File: src/rtl/core/phist_pkg.sv
// Shared types, constants and register codes for the 2-D position histogram.
// No dependencies; every other file of the block but phist_if refers to this package.
package phist_pkg;

  localparam int MAP_COLUMNS_DEF = 64;
  localparam int MAP_ROWS_DEF    = 64;
  localparam int COUNT_BITS_DEF  = 32;

  // Column and row indexes travel at the widest map size (1024).
  localparam int IDX_W = 10;

  localparam int Q_DEPTH = 4;

  localparam int CFG_IDX_W  = 3;
  localparam int CFG_DATA_W = 32;

  localparam logic [CFG_IDX_W-1:0] REG_LEFT_X   = 3'd0;
  localparam logic [CFG_IDX_W-1:0] REG_TOP_Y    = 3'd1;
  localparam logic [CFG_IDX_W-1:0] REG_RIGHT_X  = 3'd2;
  localparam logic [CFG_IDX_W-1:0] REG_BOTTOM_Y = 3'd3;
  localparam logic [CFG_IDX_W-1:0] REG_SCALE_X  = 3'd4;
  localparam logic [CFG_IDX_W-1:0] REG_SCALE_Y  = 3'd5;
  localparam logic [CFG_IDX_W-1:0] REG_SNAPSHOT = 3'd6;

  localparam logic CMD_SAMPLE = 1'b0;
  localparam logic CMD_READ   = 1'b1;

  typedef struct packed {
    logic signed [31:0] left_x;
    logic signed [31:0] top_y;
    logic signed [31:0] right_x;
    logic signed [31:0] bottom_y;
    logic [31:0]        scale_x;
    logic [31:0]        scale_y;
    logic               snapshot_mode;
  } cfg_t;

  // One classified operation handed from the front to the back.
  // live: sample counted, or read that falls inside the map.
  typedef struct packed {
    logic             is_read;
    logic             live;
    logic [IDX_W-1:0] col;
    logic [IDX_W-1:0] row;
  } op_t;

endpackage

File: src/rtl/core/phist_queue.sv
// Short FIFO of classified operations between the front and back ends.
// Depends on phist_pkg.
module phist_queue (
  input  logic           clk,
  input  logic           rst,
  input  phist_pkg::op_t push_op,
  input  logic           push_valid,
  output logic           push_ready,
  output phist_pkg::op_t pop_op,
  output logic           pop_valid,
  input  logic           pop_ready
);

  localparam int DEPTH = phist_pkg::Q_DEPTH;
  localparam int PW    = $clog2(DEPTH);

  phist_pkg::op_t slots [DEPTH];
  logic [PW-1:0]  wr_ptr;
  logic [PW-1:0]  rd_ptr;
  logic [PW:0]    count;
  logic           do_push;
  logic           do_pop;

  assign push_ready = (count != (PW+1)'(DEPTH));
  assign pop_valid  = (count != '0);
  assign pop_op     = slots[rd_ptr];
  assign do_push    = push_valid && push_ready;
  assign do_pop     = pop_valid && pop_ready;

  always_ff @(posedge clk) begin
    if (rst) begin
      wr_ptr <= '0;
      rd_ptr <= '0;
      count  <= '0;
    end else begin
      if (do_push) begin
        wr_ptr <= (wr_ptr == PW'(DEPTH - 1)) ? '0 : wr_ptr + 1'b1;
      end
      if (do_pop) begin
        rd_ptr <= (rd_ptr == PW'(DEPTH - 1)) ? '0 : rd_ptr + 1'b1;
      end
      if (do_push && !do_pop) begin
        count <= count + 1'b1;
      end else if (do_pop && !do_push) begin
        count <= count - 1'b1;
      end
    end
  end

  always_ff @(posedge clk) begin
    if (do_push) begin
      slots[wr_ptr] <= push_op;
    end
  end

endmodule

File: config.mk
export PLATFORM = sky130hd
export DESIGN_NAME = phist_queue
export DESIGN_NICKNAME = d
export VERILOG_FILES = /design/src/rtl/core/phist_pkg.sv /design/src/rtl/core/phist_queue.sv
export SDC_FILE = /design/constraint.sdc
export NUM_CORES = 1
export LEC_CHECK = 0
export ABC_AREA = 1
export BUFFER_PORTS_ARGS = -buffer_cell sky130_fd_sc_hd__buf_2
export CAP_MARGIN = 20
export CELL_PAD_IN_SITES_DETAIL_PLACEMENT = 1
export CELL_PAD_IN_SITES_GLOBAL_PLACEMENT = 2
export CORE_MARGIN = 2
export CORE_UTILIZATION = 39
export DETAILED_ROUTE_END_ITERATION = 8
export GPL_TIMING_DRIVEN = 0
export PLACE_DENSITY = 0.76
export SYNTH_ARGS = -nofsm -noshare
export SYNTH_HDL_FRONTEND = slang
export SYNTH_SLANG_ARGS = --single-unit
File: constraint.sdc
create_clock -name clk -period 2.7 [get_ports clk]
set_input_delay 0.54 -clock clk [delete_from_list [all_inputs] [get_ports clk]]
set_output_delay 0.54 -clock clk [all_outputs]
set_load 0.005 [all_outputs]
==> flow_summary_export.csv, run 1 <==
group,metric,value,unit
status,status,"finished clean",
routing,drtIter0Drc,64,
layout,count_of_fill_cells_added_during_filler_insertion,1005,
critical_path,critical_path_arrival,1.56,ns
sta,finalSetupViolations,0,
clock_network,tritoncts,"done",
critical_path,critical_path.max_stage_delay,0.42,ns
layout,areaGrowthSynthToFinish,20.1,%
power_and_ir_drop,pwr_density_cell,970,nW/µm²
synth,postSynth.topFlopCell,"sky130_fd_sc_hd__edfxtp_1",
clock_network,cts_root_buf,"sky130_fd_sc_hd__clkbuf_8",
routing,drt-wirelength-per-cell,16.9,µm
critical_path,cp_data_required_time,2.16,ns
sta,relSlewSlack,0.453,
routing,dr_total_vias,2348,
placement,placed_cells,468,
critical_path,family_of_cells_with_the_greatest_summed_delay_on_the_critical_path,"buffers and inverters",
layout,post_layout_nonfiller_instances,483,
layout,final_layout_size_suffix_gt1_frac,0.254,
routing,drc_errors,0,
grt,grt_use_total,0.166,
critical_path,critical_path.cell_chain,"buf_2 -> o21ai_0 -> o22ai_1 -> buf_2",
floorplanning,io_pins,50,
layout,nets,379,
critical_path,critical_path.slowest_cell,"sky130_fd_sc_hd__dfxtp_1",
clock_network,cts_repair_resize_count,0,
clock_network,worstSkewPairLatency,0.36,ns
layout,utilization,0.475,
clock_network,path_clk_slew,0.09,ns
floorplanning,design.die.area,10500,µm²
grt,routing_usage_on_met2,0.275,
grt,grt_max_degree,16,
routing,drt_pre_antenna_iters,4,
layout,stdcell_area,4560,µm²
placement,portBuffers,49,
clock_network,post-cts-setup-buffers,0,
sta,rsz0062_at_grt,"no",
clock_network,cts_hold_buf,0,
synth,syn-instance-count,282,
critical_path,worst-r2r-setup-slack,0.68,ns
grt,grt_use_met1,0.204,
synth,synth.distinct_cells,22,
run,max_capacitance_violation_total,0,
placement,place_area,4310,µm²
grt,grt_use_met3,0.0488,
routing,wirelength,8160,µm
sta,layout_min_cycle_time,2.10,ns
synth,edff_count_synth,88,
power_and_ir_drop,vdd_drop_max,345,µV
placement,hpwl,5340,µm
worst_hold_path,hold_path_class,"in2reg",
floorplanning,placeableCoreArea,9590,µm²
sta,final.setup.tns,0,ns
sta,final-max-slew-violation-count,0,
critical_path,timing.critical_path.mode_cell,"sky130_fd_sc_hd__buf_2",
sta,final-hold-violation-count,0,
sta,timing.fmax,476,MHz
synth,synth.yosys.warnings,0,
routing,postRouteAntennaNets,0,
grt,grt_pass1_vias,2424,
critical_path,critPathLaunchType,"register",
clock_network,tritoncts_num_sinks,97,
synth,yosys_register_bits,97,
synth,syn-mean-instance-area,13.5,µm²
floorplanning,fp.dieH,103,µm
clock_network,number_of_buffers_added_by_the_clock_tree_synthesis_step,9,
routing,detail_route.vias_per_cell,4.86,
grt,gr-max-usage-layer,"met2",
synth,post_synth_instance_area,3800,µm²
synth,synthesized_nets,315,
synth,ys_async_sr_fraction,0,
grt,global_route_wire_length_before_repair,12500,µm
critical_path,end_kind,"output pin",
clock_network,buffer_levels_on_the_longest_clock_path,2,
sta,actual_transition_at_the_worst_max_transition_pin,0.820,ns
grt,gr_ovfl_total,0,
floorplanning,start_util,0.396,
layout,final_common_cell,"sky130_fd_sc_hd__edfxtp_1",
synth,synth-seq-area-share,0.743,
critical_path,worst-setup-path-type,"reg2out",
layout,antennaDiodeCount,0,
sta,worst_clock_skew,0.00215,ns
grt,grt_antenna_before_repair,0,
placement,gp_congestion,0.692,
clock_network,htree_num_levels,3,
power_and_ir_drop,fin_total_pwr,4.43,mW
floorplanning,floorplan.die.width,103,µm
floorplanning,row_count,36,
sta,fin_crit_sh,0.779,
power_and_ir_drop,leakagePower,1.68,nW
critical_path,critical_path.n_buffers_inverters,2,
critical_path,cp_max_fo,10,
layout,mostFrequentLayoutCells,"88 x sky130_fd_sc_hd__edfxtp_1, 54 x sky130_fd_sc_hd__nor2_1, 53 x sky130_fd_sc_hd__buf_2, 27 x sky130_fd_sc_hd__o21ai_0, 22 x sky130_fd_sc_hd__o22ai_1",
-- synthesized netlist by cell type, types with 2 or more instances --
master                     number  area [µm²]
sky130_fd_sc_hd__dfxtp_1        9         180
sky130_fd_sc_hd__nor2_1        58         218
sky130_fd_sc_hd__o21ai_1       18        90.1
sky130_fd_sc_hd__a21oi_1        3        15.0
sky130_fd_sc_hd__o21ai_0       27         135
sky130_fd_sc_hd__buf_4          2        15.0
sky130_fd_sc_hd__inv_1         14        52.6
sky130_fd_sc_hd__buf_6          7        78.8
sky130_fd_sc_hd__ha_1           6        75.1
sky130_fd_sc_hd__nand2_1       12        45.0
sky130_fd_sc_hd__o22ai_1       22         138
sky130_fd_sc_hd__nand2_2        2        12.5
sky130_fd_sc_hd__buf_2          4        20.0
sky130_fd_sc_hd__edfxtp_1      88        2640
sky130_fd_sc_hd__nand3b_1       2        15.0
sky130_fd_sc_hd__nand3_1        2        10.0
-- worst register-to-register path, delay by kind of cell, from the launching register on --
family,cells,cell delay (ns)
fa+ha+maj,2,0.63
simple gates,4,0.58
flops,1,0.35
compound gates,1,0.18
buf+inv,2,0.16
-- cell type report --
cell class                 count  area, µm²  area share
sequential                    97       2820       0.619
multi-input combinational    156        805       0.176
timing repair buffer          53        330      0.0724
tap                          133        166      0.0365
clock inverter                 6        131      0.0288
clock buffer                   9        124      0.0272
buffer                        13        114      0.0250
inverter                      16       67.6      0.0148
-- cell families (layout without fill, tap and decap cells) --
kind of cell,after synthesis,count (layout),synth area share
XOR/XNOR,1,1,0.00231
AND/OR/NAND/NOR,78,78,0.0823
AO/OA/AOI/OAI,70,70,0.0995
buffers and inverters,29,97,0.0478
adder cells (fa/ha/maj),7,7,0.0250
flip-flops,97,97,0.743
-- metrics by stage --
step | hold slack, ns | setup WS [ns]
5_1_grt | 0.337 | 0.477
6_report | 0.336 | 0.597
2_1_floorplan | 0.483 | 0.680
4_1_cts | 0.324 | 0.557
3_3_place_gp | 0.518 | -0.309
3_5_place_dp | 0.523 | 0.561
-- worst paths after layout --
check | cells after the start | endpoint | start
max | 4 | pop_op[11] | register
min | 2 | count[0] | rst
max reg2reg | 9 | count[1] | count[1]
min reg2reg | 2 | rd_ptr[1] | rd_ptr[1]
-- flip-flops by register name, indices dropped and copies added (netlist names), named ones only --
name and cells:
rd_ptr 2, wr_ptr 2, count 3, slots 88
-- routing by layer --
| metal | share of wire | wire (µm) |
|---|---|---|
| met2 | 0.50 | 4100 |
| met1 | 0.44 | 3590 |
| met4 | 0.015 | 119 |
| met5 | 0 | 0 |
| met3 | 0.043 | 350 |
-- power by group --
| part | switching [mW] | leakage (nW) | total, mW | internal [mW] |
|---|---|---|---|---|
| clock network | 0.487 | 0.123 | 1.19 | 0.700 |
| registers | 0.0728 | 0.881 | 1.91 | 1.84 |
| logic | 0.789 | 0.676 | 1.33 | 0.540 |
(Power assumes the default switching activity.)
==> run 2: changes to the inputs <==
- CORE_UTILIZATION: 39 -> 35
- PLACE_DENSITY: 0.76 -> 0.72
- clock period: 2.7 -> 1.9 ns (I/O delays scaled with it)
==> run 2 against run 1 <==
Against the previous run:
- non-clock buffer count increased by 3
- final cell count increased by 2.3%
- clock skew increased by 0.010 ns
- critical path depth increased by 2
- clock power decreased by 6%
- final area about the same
- global-route usage decreased by 1.5 points
- via count increased by 0.81%
- register-to-register slack got worse by 0.57 ns
- power increased by 32%
- sequential power increased by 43%
==> flow_summary_export.csv, run 2 (synthesis results as in run 1) <==
group,metric,value,unit
placement,portBuffers,49,
routing,dr_total_vias,2367,
sta,setup_ws,0.0522,ns
critical_path,critical_path_arrival,1.47,ns
floorplanning,start_util,0.355,
critical_path,critPathLaunchType,"register",
routing,drt-wirelength-per-cell,16.5,µm
layout,reg_top3,"slots x88, count x3",
placement,gp_congestion,0.709,
grt,gr-max-usage-layer,"met2",
clock_network,number_of_buffers_added_by_the_clock_tree_synthesis_step,9,
critical_path,worst-setup-path-type,"reg2out",
layout,nets,382,
routing,drc_errors,0,
sta,finalSetupViolations,0,
sta,rsz0062_at_grt,"yes",
clock_network,cts_root_buf,"sky130_fd_sc_hd__clkbuf_8",
sta,relSlewSlack,0.471,
placement,place_area,4310,µm²
routing,drtIter0Drc,78,
grt,grt_use_met1,0.189,
power_and_ir_drop,fin_total_pwr,5.84,mW
grt,routing_usage_on_met2,0.249,
layout,areaGrowthSynthToFinish,20.2,%
floorplanning,fp.dieH,108,µm
clock_network,worstSkewPairLatency,0.36,ns
layout,mostFrequentLayoutCells,"88 x sky130_fd_sc_hd__edfxtp_1, 54 x sky130_fd_sc_hd__nor2_1, 50 x sky130_fd_sc_hd__buf_2, 24 x sky130_fd_sc_hd__o21ai_0",
sta,actual_transition_at_the_worst_max_transition_pin,0.792,ns
grt,global_route_wire_length_before_repair,13000,µm
critical_path,cp_data_required_time,1.52,ns
floorplanning,placeableCoreArea,10700,µm²
sta,fin_crit_sh,0.973,
critical_path,cp_max_fo,10,
status,status,"finished clean",
power_and_ir_drop,pwr_density_cell,1280,nW/µm²
layout,utilization,0.427,
clock_network,tritoncts,"done",
grt,grt_use_total,0.150,
layout,antennaDiodeCount,0,
grt,grt_pass1_vias,2471,
layout,final_layout_size_suffix_gt1_frac,0.268,
clock_network,path_clk_slew,0.09,ns
floorplanning,design.die.area,11700,µm²
grt,grt_max_degree,15,
run,max_capacitance_violation_total,0,
layout,stdcell_area,4560,µm²
placement,detailedPlace.worstSlack,-0.111,ns
clock_network,tritoncts_num_sinks,97,
clock_network,cts_hold_buf,0,
sta,fin_hold_ws,0.183,ns
layout,final_common_cell,"sky130_fd_sc_hd__edfxtp_1",
placement,hpwl,5500,µm
clock_network,buffer_levels_on_the_longest_clock_path,2,
grt,grt_antenna_before_repair,0,
sta,worst_clock_skew,0.0121,ns
sta,final-max-slew-violation-count,0,
power_and_ir_drop,vdd_drop_max,623,µV
sta,timing.fmax,541,MHz
power_and_ir_drop,leakagePower,1.67,nW
floorplanning,io_pins,50,
floorplanning,row_count,38,
floorplanning,floorplan.die.width,108,µm
layout,max_reg_flops,88,
worst_hold_path,hold_path_class,"in2reg",
sta,final-hold-violation-count,0,
routing,detail_route.vias_per_cell,4.79,
routing,wirelength,8130,µm
sta,layout_min_cycle_time,1.85,ns
clock_network,htree_num_levels,3,
grt,grt_use_met3,0.0446,
routing,postRouteAntennaNets,0,
routing,drt_pre_antenna_iters,4,
grt,gr_ovfl_total,0,
critical_path,end_kind,"output pin",
layout,regMostFlops,"slots",
-- run 2: metrics by stage --
stage,instances,TNS (ns)
CTS,491,-0.0584
global placement,471,-84.05
finish,494,0
global route,494,-0.0926
detailed placement,475,-3.16
floorplan,282,-10.60
-- run 2: report_power, final --
part           leakage, nW  switching, mW  internal, mW
Combinational        0.712           1.14         0.848
Sequential           0.882          0.113          2.62
Clock               0.0771          0.656         0.468
Total                 1.67           1.91          3.94
-- run 2: worst paths after layout --
check / endpoint / from / slack (ns) / depth (start not counted)
worst max register to register: slots[1][6] / count[0] / 0.11 / 6
worst min register to register: count[1] / count[1] / 0.54 / 2
worst min-delay path: count[0] / rst / 0.18 / 2
worst max-delay path: pop_op[7] / register / 0.05 / 6
-- run 2: critical path, cell delays in order, from the launching register on --
cell and delay, ns:
sky130_fd_sc_hd__dfxtp_2 0.35, sky130_fd_sc_hd__buf_8 0.14, sky130_fd_sc_hd__inv_8 0.08, sky130_fd_sc_hd__buf_8 0.14
sky130_fd_sc_hd__nor2_1 0.05, sky130_fd_sc_hd__o22ai_1 0.19, sky130_fd_sc_hd__buf_2 0.15
-- run 2: metal layers --
layer,wire length [µm],share of wire,up-vias
met5,0,0,-
met4,133,0.016,0
met2,4050,0.50,41
met3,379,0.047,12
li1,-,-,1152
met1,3570,0.44,1162
-- run 2: repair_timing --
| action | in CTS | in global routing |
|---|---|---|
| gates cloned | 0 | 1 |
| setup endpoints to repair | 39 | 29 |
| buffers inserted | 0 | 2 |
| pin swaps | 0 | 7 |
| resized for setup | 7 | 19 |
-- run 2: cell type report --
class / count / area (µm²)
inverters: 16 / 67.6
well taps: 140 / 175
clock inverters: 4 / 20.0
repair buffers: 56 / 350
clock buffers: 12 / 135
flip-flops and latches: 97 / 2830
multi-input cells: 156 / 836
fillers: 1157 / 6130
plain buffers: 13 / 150
